`config.mk`:
```
export PLATFORM = sky130hd
export DESIGN_NAME = rtmp_chunk_framer
export DESIGN_NICKNAME = d
export VERILOG_FILES = /design/src/rtl/rcf_pkg.sv /design/src/rtl/rcf_build.sv /design/src/rtl/rcf_emit.sv /design/src/rtl/rtmp_chunk_framer.sv
export SDC_FILE = /design/constraint.sdc
export NUM_CORES = 1
export LEC_CHECK = 0
export ABC_AREA = 1
export BUFFER_PORTS_ARGS = -buffer_cell sky130_fd_sc_hd__buf_2
export CORE_MARGIN = 8
export CORE_UTILIZATION = 40
export DETAILED_ROUTE_END_ITERATION = 10
export GPL_ROUTABILITY_DRIVEN = 0
export GPL_TIMING_DRIVEN = 1
export PLACE_DENSITY = 0.57
export RECOVER_POWER = 100
export SETUP_SLACK_MARGIN = 0.02
export SYNTH_ARGS = -nofsm -noshare
export SYNTH_HDL_FRONTEND = slang
export SYNTH_SLANG_ARGS = --single-unit
```
`constraint.sdc`:
```
create_clock -name clk -period 4.9 [get_ports clk]
set_input_delay 0.98 -clock clk [delete_from_list [all_inputs] [get_ports clk]]
set_output_delay 0.98 -clock clk [all_outputs]
set_load 0.01 [all_outputs]
```
`src/rtl/rcf_pkg.sv`:
```
// Shared types and constants for the RTMP chunk framer.
package rcf_pkg;

    localparam int CHUNK_W   = 17;
    localparam int JOB_BYTES = 18;
    localparam int JOB_CNT_W = $clog2(JOB_BYTES + 1);

    localparam logic [CHUNK_W-1:0] MAX_CHUNK_BYTES = 17'd65536;
    localparam logic [CHUNK_W-1:0] CHUNK_RESET     = 17'd128;
    localparam logic [23:0]        TS_CAP          = 24'hFFFFFF;

    localparam logic OP_BEGIN   = 1'b0;
    localparam logic OP_PAYLOAD = 1'b1;

    localparam logic [1:0] FMT_FULL  = 2'd0;
    localparam logic [1:0] FMT_CONT  = 2'd3;

    // Bytes produced by one input transaction, byte 0 goes out first.
    typedef struct packed {
        logic [JOB_BYTES-1:0][7:0] data;
        logic [JOB_CNT_W-1:0]      count;
        logic                      done;
    } job_t;

    typedef struct packed {
        logic busy;
        logic last;
        logic advance;
    } emit_status_t;

endpackage

```
`src/rtl/rcf_build.sv`:
```
// Message state, chunk size register and per-transaction byte list builder.
module rcf_build
    import rcf_pkg::*;
(
    input  logic                clk,
    input  logic                rst_n,
    input  logic                chunk_len_we,
    input  logic [CHUNK_W-1:0]  chunk_len,
    input  logic                take,
    input  logic                opcode,
    input  logic [16:0]         stream_channel,
    input  logic [31:0]         msg_timestamp,
    input  logic [23:0]         msg_length,
    input  logic [7:0]          msg_type,
    input  logic [31:0]         msg_stream,
    input  logic [7:0]          payload_byte,
    output job_t                job
);

    typedef struct packed {
        logic [2:0][7:0] b;
        logic [1:0]      len;
    } basic_t;

    function automatic basic_t basic_hdr(input logic [1:0] fmt, input logic [16:0] cs);
        basic_t      r;
        logic [16:0] rel;
        rel = cs - 17'd64;
        r.b = '0;
        if (cs >= 17'd319)
        begin
            r.b[0] = {fmt, 6'd1};
            r.b[1] = rel[7:0];
            r.b[2] = rel[15:8];
            r.len  = 2'd3;
        end
        else if (cs >= 17'd64)
        begin
            r.b[0] = {fmt, 6'd0};
            r.b[1] = rel[7:0];
            r.len  = 2'd2;
        end
        else
        begin
            r.b[0] = {fmt, cs[5:0]};
            r.len  = 2'd1;
        end
        return r;
    endfunction

    // Basic header followed by up to 15 more bytes.
    function automatic logic [JOB_BYTES-1:0][7:0] place(input basic_t bh,
                                                        input logic [14:0][7:0] tail);
        logic [JOB_BYTES-1:0][7:0] d1, d2, d3;
        d1 = '0;
        d2 = '0;
        d3 = '0;
        for (int i = 0; i < 15; i++)
        begin
            d1[i+1] = tail[i];
            d2[i+2] = tail[i];
            d3[i+3] = tail[i];
        end
        d1[0] = bh.b[0];
        d2[0] = bh.b[0];
        d2[1] = bh.b[1];
        d3[2:0] = bh.b;
        if (bh.len == 2'd3)
            return d3;
        else if (bh.len == 2'd2)
            return d2;
        else
            return d1;
    endfunction

    logic [CHUNK_W-1:0] chunk_len_reg;
    logic [23:0]        remaining_reg, remaining_next;
    logic [CHUNK_W-1:0] in_chunk_reg, in_chunk_next;
    logic [16:0]        channel_reg, channel_next;
    logic [31:0]        timestamp_reg, timestamp_next;
    logic               ext_reg, ext_next;

    logic [CHUNK_W-1:0] eff_chunk;
    logic [23:0]        rem_dec;
    logic [CHUNK_W-1:0] chunk_inc;
    logic               begin_ext;
    logic [23:0]        ts_field;
    basic_t             bh_begin, bh_cont;
    logic [14:0][7:0]   tail_begin, tail_cont;
    logic [JOB_BYTES-1:0][7:0] cont_bytes;

    always_comb
    begin
        if (chunk_len_reg == '0)
            eff_chunk = 17'd1;
        else if (chunk_len_reg > MAX_CHUNK_BYTES)
            eff_chunk = MAX_CHUNK_BYTES;
        else
            eff_chunk = chunk_len_reg;

        begin_ext = msg_timestamp >= {8'd0, TS_CAP};
        ts_field  = begin_ext ? TS_CAP : msg_timestamp[23:0];
        bh_begin  = basic_hdr(FMT_FULL, stream_channel);
        bh_cont   = basic_hdr(FMT_CONT, channel_reg);

        tail_begin = '0;
        tail_begin[0]  = ts_field[23:16];
        tail_begin[1]  = ts_field[15:8];
        tail_begin[2]  = ts_field[7:0];
        tail_begin[3]  = msg_length[23:16];
        tail_begin[4]  = msg_length[15:8];
        tail_begin[5]  = msg_length[7:0];
        tail_begin[6]  = msg_type;
        tail_begin[7]  = msg_stream[7:0];
        tail_begin[8]  = msg_stream[15:8];
        tail_begin[9]  = msg_stream[23:16];
        tail_begin[10] = msg_stream[31:24];
        tail_begin[11] = msg_timestamp[31:24];
        tail_begin[12] = msg_timestamp[23:16];
        tail_begin[13] = msg_timestamp[15:8];
        tail_begin[14] = msg_timestamp[7:0];

        tail_cont = '0;
        tail_cont[0] = timestamp_reg[31:24];
        tail_cont[1] = timestamp_reg[23:16];
        tail_cont[2] = timestamp_reg[15:8];
        tail_cont[3] = timestamp_reg[7:0];
        cont_bytes = place(bh_cont, tail_cont);

        rem_dec   = remaining_reg - 24'd1;
        chunk_inc = in_chunk_reg + 17'd1;

        remaining_next = remaining_reg;
        in_chunk_next  = in_chunk_reg;
        channel_next   = channel_reg;
        timestamp_next = timestamp_reg;
        ext_next       = ext_reg;
        job            = '0;

        if (opcode == OP_BEGIN)
        begin
            channel_next   = stream_channel;
            timestamp_next = msg_timestamp;
            ext_next       = begin_ext;
            remaining_next = msg_length;
            in_chunk_next  = '0;
            job.data  = place(bh_begin, tail_begin);
            job.count = JOB_CNT_W'(bh_begin.len) + JOB_CNT_W'(11)
                        + (begin_ext ? JOB_CNT_W'(4) : JOB_CNT_W'(0));
            job.done  = msg_length == '0;
        end
        else if (remaining_reg != '0)
        begin
            remaining_next = rem_dec;
            in_chunk_next  = chunk_inc;
            job.data       = {cont_bytes[JOB_BYTES-2:0], payload_byte};
            if (rem_dec == '0)
            begin
                job.count = JOB_CNT_W'(1);
                job.done  = 1'b1;
            end
            else if (chunk_inc >= eff_chunk)
            begin
                // chunk boundary with data still to come: type 3 header
                in_chunk_next = '0;
                job.count = JOB_CNT_W'(1) + JOB_CNT_W'(bh_cont.len)
                            + (ext_reg ? JOB_CNT_W'(4) : JOB_CNT_W'(0));
            end
            else
            begin
                job.count = JOB_CNT_W'(1);
            end
        end
    end

    always_ff @(posedge clk or negedge rst_n)
    begin
        if (!rst_n)
        begin
            chunk_len_reg <= CHUNK_RESET;
            remaining_reg <= '0;
            in_chunk_reg  <= '0;
            channel_reg   <= '0;
            timestamp_reg <= '0;
            ext_reg       <= 1'b0;
        end
        else
        begin
            if (chunk_len_we)
                chunk_len_reg <= chunk_len;
            if (take)
            begin
                remaining_reg <= remaining_next;
                in_chunk_reg  <= in_chunk_next;
                channel_reg   <= channel_next;
                timestamp_reg <= timestamp_next;
                ext_reg       <= ext_next;
            end
        end
    end

endmodule

```
`src/rtl/rcf_emit.sv`:
```
// Holds one transaction's byte list and shifts it out through the output register.
module rcf_emit
    import rcf_pkg::*;
(
    input  logic         clk,
    input  logic         rst_n,
    input  logic         load,
    input  job_t         job,
    output emit_status_t status,
    input  logic         out_ready,
    output logic         out_valid,
    output logic [7:0]   out_byte,
    output logic         run_last,
    output logic         message_done
);

    job_t                 job_reg;
    logic                 busy_reg;
    logic [JOB_CNT_W-1:0] idx_reg;
    logic                 out_valid_reg;
    logic [7:0]           out_byte_reg;
    logic                 run_last_reg;
    logic                 done_reg;
    logic                 last;
    logic                 advance;

    assign last    = idx_reg == (job_reg.count - JOB_CNT_W'(1));
    assign advance = busy_reg && (!out_valid_reg || out_ready);

    assign status.busy    = busy_reg;
    assign status.last    = last;
    assign status.advance = advance;

    always_ff @(posedge clk or negedge rst_n)
    begin
        if (!rst_n)
        begin
            busy_reg      <= 1'b0;
            idx_reg       <= '0;
            out_valid_reg <= 1'b0;
        end
        else
        begin
            if (load)
            begin
                busy_reg <= job.count != '0;
                idx_reg  <= '0;
            end
            else if (advance)
            begin
                busy_reg <= !last;
                idx_reg  <= idx_reg + JOB_CNT_W'(1);
            end

            if (advance)
                out_valid_reg <= 1'b1;
            else if (out_ready)
                out_valid_reg <= 1'b0;
        end
    end

    always_ff @(posedge clk)
    begin
        if (load)
            job_reg <= job;
        if (advance)
        begin
            out_byte_reg <= job_reg.data[idx_reg];
            run_last_reg <= last;
            done_reg     <= last && job_reg.done;
        end
    end

    assign out_valid    = out_valid_reg;
    assign out_byte     = out_byte_reg;
    assign run_last     = run_last_reg;
    assign message_done = done_reg;

endmodule

```
`src/rtl/rtmp_chunk_framer.sv`:
```
// RTMP chunk framer top level: input handshake, builder and byte emitter.
// Each input transaction is built into its byte list combinationally, and the bytes leave
// one per cycle through a registered output while out_ready does not stall it. A payload
// byte that does not close a chunk gives a single byte, so payload streams at one byte
// per clock when not stalled. A begin transaction gives 12 to 18 bytes (basic header of
// 1-3 bytes, 11-byte message header, 4-byte extended timestamp when the timestamp is
// 0xFFFFFF or more), and a payload byte that closes a chunk with data left gives 2 to 8
// bytes; in_ready stays low until the last byte of the transaction is moving out.
// A payload byte with no message open is taken and produces nothing. chunk_len may be
// written at any cycle the block is idle and takes effect at once, 0 acting as 1.
module rtmp_chunk_framer
    import rcf_pkg::*;
(
    input  logic               clk,
    input  logic               rst_n,
    input  logic               chunk_len_we,
    input  logic [CHUNK_W-1:0] chunk_len,
    input  logic               in_valid,
    output logic               in_ready,
    input  logic               opcode,
    input  logic [16:0]        stream_channel,
    input  logic [31:0]        msg_timestamp,
    input  logic [23:0]        msg_length,
    input  logic [7:0]         msg_type,
    input  logic [31:0]        msg_stream,
    input  logic [7:0]         payload_byte,
    output logic               out_valid,
    input  logic               out_ready,
    output logic [7:0]         out_byte,
    output logic               run_last,
    output logic               message_done
);

    job_t         job;
    emit_status_t status;
    logic         take;

    // new transaction may enter as the last pending byte moves to the output
    assign in_ready = !status.busy || (status.advance && status.last);
    assign take     = in_valid && in_ready;

    rcf_build u_build (
        .clk            (clk),
        .rst_n          (rst_n),
        .chunk_len_we   (chunk_len_we),
        .chunk_len      (chunk_len),
        .take           (take),
        .opcode         (opcode),
        .stream_channel (stream_channel),
        .msg_timestamp  (msg_timestamp),
        .msg_length     (msg_length),
        .msg_type       (msg_type),
        .msg_stream     (msg_stream),
        .payload_byte   (payload_byte),
        .job            (job)
    );

    rcf_emit u_emit (
        .clk          (clk),
        .rst_n        (rst_n),
        .load         (take),
        .job          (job),
        .status       (status),
        .out_ready    (out_ready),
        .out_valid    (out_valid),
        .out_byte     (out_byte),
        .run_last     (run_last),
        .message_done (message_done)
    );

    a_done_is_last: assert property (@(posedge clk) disable iff (!rst_n)
        out_valid && message_done |-> run_last)
        else $error("message_done without run_last");

    a_begin_busy: assert property (@(posedge clk) disable iff (!rst_n)
        take && opcode == OP_BEGIN |=> status.busy)
        else $error("begin transaction produced no bytes");

    a_hold_input: assert property (@(posedge clk) disable iff (!rst_n)
        status.busy && !status.last |-> !in_ready)
        else $error("input taken while several bytes still pending");

    a_emit_fills_out: assert property (@(posedge clk) disable iff (!rst_n)
        status.advance |=> out_valid)
        else $error("emitted byte missing from output register");

endmodule
```
-- Word level (Yosys, flattened, before mapping)
Cells that the tools add are included.
W data, S select, Z words.
- flip-flop bits (word level): 275
- output and inout port bits: 12
- word-level logic and storage cells: 111
- $add $sub $neg: 10
- $lt $le $gt $ge: 8
- eq/ne operators: 6
- mux-type cells: 36
- bitwise operators: 1
- reductions and logical operators: 18
- operator list (kind ; count):
    $mux W150 ; 2
    $mux W136 ; 2
    $mux W144 ; 1
    $mux W17 ; 6
    $mux W24 ; 3
    $mux W8 ; 7
    $logic_not A24 Y1 ; 2
    $mux W48 ; 1
    $bmux W8 S5 ; 1
    $mux W18 ; 2
    $ge A17 B7 Y1 const B ; 2
    $ge A17 B9 Y1 const B ; 2
    $ge A32 B24 Y1 const B ; 1
    $sub A16 B7 Y16 const B ; 2
    $reduce_bool A24 Y1 ; 1
    $sub A24 B1 Y24 const B ; 1
    $mux W5 ; 4
    $add A17 B1 Y17 const B ; 1
    $ge A17 B17 Y1 ; 1
    $gt A17 B17 Y1 const B ; 1
    $logic_not A17 Y1 ; 1
    $add A5 B5 Y5 ; 2
    $eq A2 B2 Y1 const B ; 4
    $lt A5 B6 Y1 const B ; 1
    15 further kinds ; 28

-- Longest topological paths before layout
- depth in word-level cells: 11
- depth in mapped cells: 22

-- Modules after synthesis
A second synthesis with hierarchy kept.
- cell total of the unflattened synthesis: 2362
- area, all modules: 17446.7 um^2
- by module, submodules not included (module ; instances ; cells an instance ; area each (um^2)):
    rcf_build ; 1 ; 1651 ; 10157.2
    rcf_emit ; 1 ; 707 ; 7269.5
    rtmp_chunk_framer ; 1 ; 4 ; 20.0

-- Worst setup path before layout
OpenSTA, ideal clock, no wires.
- kind: reg2reg
- from: register u_emit.job_reg[1] (netlist bit)
- to: register u_build.in_chunk_reg[7]
- data arrival time: 5157 ps
- setup slack: -331 ps
- stages on the path, launching flop included: 14
- path buffers: 1
- clock period less this slack: 5231 ps
- cell sequence: edfxtp_1 -> inv_1 -> ha_1 -> xnor2_1 -> nor2_1 -> nand2_1 -> nor2_1 -> nand2_1 -> o21ai_2 -> nand2_2 -> inv_1 -> nand3_4 -> buf_6 -> o21ai_2
- cells in the longest elaborated chain, start to end: 6
- RTL lines (what ; line ; text):
    start: declaration ; rcf_emit.sv:17 ; job_t job_reg;
    start signal: assignment ; rcf_emit.sv:65 ; job_reg <= job;
    $sub A5 B1 Y5 ; rcf_emit.sv:27 ; assign last = idx_reg == (job_reg.count - JOB_CNT_W'(1));
    $eq A5 B5 Y1 ; rcf_emit.sv:27 ;
    $logic_and A1 B1 Y1 ; rtmp_chunk_framer.sv:39 ; assign in_ready = !status.busy || (status.advance && status.last);
    $logic_or A1 B1 Y1 ; rtmp_chunk_framer.sv:39 ;
    named net in_ready ; rtmp_chunk_framer.sv:19 ; output logic in_ready,
    $logic_and A1 B1 Y1 ; rtmp_chunk_framer.sv:40 ; assign take = in_valid && in_ready;
    named net take ; rtmp_chunk_framer.sv:36 ; logic take;
    $reduce_and A2 Y1 (no line) ; -- ;
    end signal: assignment ; rcf_build.sv:194 ; in_chunk_reg <= in_chunk_next;
    end: declaration ; rcf_build.sv:78 ; logic [CHUNK_W-1:0] in_chunk_reg, in_chunk_next;
The timed path passes the listed nets, and every way through them passes these cells.
A chain may end at the register's enable or synchronous reset.

-- Final worst setup path
- from: register u_emit.idx_reg[1]
- to: register u_emit.out_byte_reg[2], in the netlist u_emit.out_byte[2], data pin
- cells in the longest elaborated chain, start to end: 2
- RTL lines (what ; line ; text):
    start: declaration ; rcf_emit.sv:19 ; logic [JOB_CNT_W-1:0] idx_reg;
    start signal: assignment ; rcf_emit.sv:52 ; idx_reg <= idx_reg + JOB_CNT_W'(1);
    $bmux W8 S5 ; rcf_emit.sv:68 ; out_byte_reg <= job_reg.data[idx_reg];
    $mux W8 (implied by the code) ; rcf_emit.sv:68 ;
    end signal: assignment ; rcf_emit.sv:68 ;
    end: declaration ; rcf_emit.sv:21 ; logic [7:0] out_byte_reg;
No other way between the ends. The select of a mux whose other input is x is not followed.

==> impl_metrics.ini <==
[setup_path]
cp.arrival_ns = 4.59
critPathKind = reg -> reg
startpoint_type = flip-flop
r2r_cells = 9
cp-end-kind = flip-flop
reg2reg_slack_ns = 0.57
r2r-start = u_emit.idx_reg[1]
r2r_end = u_emit.out_byte[2]
worstPathMaxFanout = 35
critical_path_required_ns = 5.16

[route]
vias = 15600
wl_met3_um = 7060
routed-wl-met2_um = 27300
dr.pass1.iters = 7
drcViolationCount = 0
drt_iter0_drc = 2074
top_layer_used = met4
viasPerCell = 5.90
wirelength_um = 63100
met1_length_um = 25600
wire_per_inst_um = 23.9
postRouteAntennaNets = 0

[place]
dpl.hpwl_um = 46000
portBuffers = 155

[synthesis]
ys_warn_count = 0
ys_ff_latch = 275
synth-edff-count = 160
seq_area_frac_synth_pct = 47.0
syn_nets = 2143
syn_area_per_cell_sq_um = 8.30
yosysTopAreaCellShare_pct = 29.4
yosysTopAreaCell = edfxtp_1
syn_inst = 1969
netlist_area_sq_um = 16300
synthTopCellsByArea = edfxtp_1 29%, dfrtp_1 17%, nand2_1 8.5%
ys.flop_type = edfxtp_1
ys_types = 54
async_flop_share_pct = 41.8

[sta]
fin_setup_tns_ns = 0
tightestPinTransition_ns = 1.86
setup_violations = 0
hold_violations = 0
timing.final.crit_share_pct = 88.4
relSlewSlack_pct = -23.9
max_freq_mhz = 231
timing.final.crit_period_ns = 4.33
slew_violations = 83
hold_ws_ns = 0.501
fin_skew_ns = 0.0383
rsz0062_at_grt = false

[floorplanning]
die_h_um = 218
initial_core_util_pct = 40.3
row_count = 74
die_w_um = 218
die_area_sq_um = 47600
core_region_area_sq_um = 40600
ios = 156

[min_path]
hold_path_class = reg -> reg
hold_end = u_build.chunk_len_reg[7]
hold_depth = 2
min_from = u_build.chunk_len_reg[7]

[grt]
grt_pass1_vias = 14900
grt_overflow = 0
grt_pass1_wl_um = 93300
antenna_found_initial = 1
grt_max_degree = 68
gr-usage-all-layers_pct = 25.8

[power]
irDropWorstVdd_uv = 246
p_int_mw = 5.65
power_density_nw_per_um2 = 508
power.switching_mw = 3.80
p_sw_share_pct = 40.2
totalPowerFinal_mw = 9.45
p_leak_nw = 7.79
pwr-share-comb_pct = 35.4
power_frac_seq_pct = 37.0
clkPwrFrac_pct = 27.6

[run_status]
status = complete, but fails checks
failed_checks = capacitance limit, slew limit

[clock_network]
cts-root-buf = clkbuf_16
cts-resized-gates = 0
cts_made_buffers = 34
clk_latency_ns = 0.55
clk_pin_slew_ns = 0.06
cts_tree = done
numClockSinks = 275
cts_setup_buffers = 0
holdBufCountCts = 0
clockBufferDepth = 3
htree_num_levels = 2

[run]
cap_violations = 3

[layout]
nFillCells = 4064
layout_commonest_cell = nand2_1
areaGrowthSynthToFinish_pct = 13.7
drive_gt1_share_pct = 12.6
largest_reg_flops = 150
num_antenna_cells = 0
postLayoutCoreUtil_pct = 45.8
final_cell_mix = 374 x nand2_1, 260 x o21ai_0, 218 x inv_1
nets = 2259
-- cells in the mapped netlist (11+ instances only) --
master / n
o22ai_1: 84
o21ai_0: 252
ha_1: 30
o221ai_1: 58
nor4_1: 15
nor3_1: 14
clkbuf_1: 72
xor2_1: 29
mux2_2: 11
edfxtp_1: 160
buf_2: 21
nand3_1: 88
nand2_1: 372
xnor2_1: 12
a21oi_1: 70
nor2_1: 187
inv_1: 218
nand4_1: 32
dfrtp_1: 114
-- worst max path at each step --
| stage | start | endpoint | slack [ns] | cells past startpoint |
|---|---|---|---|---|
| floorplan | out_ready | u_build.in_chunk_reg[11] | 0.62 | 7 |
| global placement | stream_channel[7] | u_emit.job_reg[42] | 1.08 | 13 |
| detailed placement | stream_channel[10] | u_emit.job_reg[124] | 1.02 | 10 |
| CTS | u_build.in_chunk_reg[0] | u_emit.busy_reg | 1.14 | 22 |
| global route | stream_channel[5] | u_emit.job_reg[42] | 0.43 | 13 |
| finish | u_emit.idx_reg[1] | u_emit.out_byte[2] | 0.57 | 9 |
-- metal layers --
layer | global-route usage, % | vias up
li1 | - | 7094
met1 | 34.7 | 7373
met2 | 38.5 | 948
met3 | 6.51 | 183
met4 | 11.9 | 0
met5 | 0 | -
-- stage by stage --
step	instance area [sq um]	worst slack, ns	instances
2_1_floorplan	16400	0.620	1969
3_3_place_gp	17600	1.08	2581
3_5_place_dp	17600	1.02	2581
4_1_cts	18700	1.14	2643
5_1_grt	18600	0.432	2643
6_report	18600	0.568	2643
-- power by group through the flow --
| stage | combinational (mW) | sequential [mW] | clock [mW] |
|---|---|---|---|
| finish | 3.35 | 3.49 | 2.61 |
| global route | 3.69 | 3.54 | 2.73 |
| CTS | 3.35 | 3.47 | 2.64 |
| detailed placement | 3.32 | 3.51 | 0 |
| global placement | 3.31 | 3.50 | 0 |
| floorplan | 2.27 | 3.38 | 0 |
-- cells by family after synthesis --
| kind of cell | share of synthesized area [%] |
|---|---|
| flops | 47.0 |
| fa+ha+maj | 2.30 |
| xor+xnor | 2.30 |
| compound gates | 19.2 |
| mux | 1.25 |
| buf+inv | 8.06 |
| simple gates | 19.9 |
-- worst max-delay path: stages, from the launching register on --
cell	delay [ns]
dfrtp_1	0.36
clkbuf_1	1.34
inv_1	1.00
clkbuf_1	0.47
o21ai_0	0.17
o22ai_1	0.13
nand2_1	0.09
nand3_1	0.12
a21oi_1	0.18
o22ai_1	0.13
-- layout make-up --
class | count | area, sq um | share of cell area (%)
flip-flops and latches | 275 | 7680 | 41.4
inverters | 228 | 857 | 4.61
well taps | 532 | 666 | 3.58
repair buffers | 186 | 950 | 5.11
multi-input cells | 1360 | 7290 | 39.2
clock buffers | 47 | 941 | 5.06
clock inverters | 15 | 195 | 1.05
No activity file was read; power rests on OpenSTA's default activity.
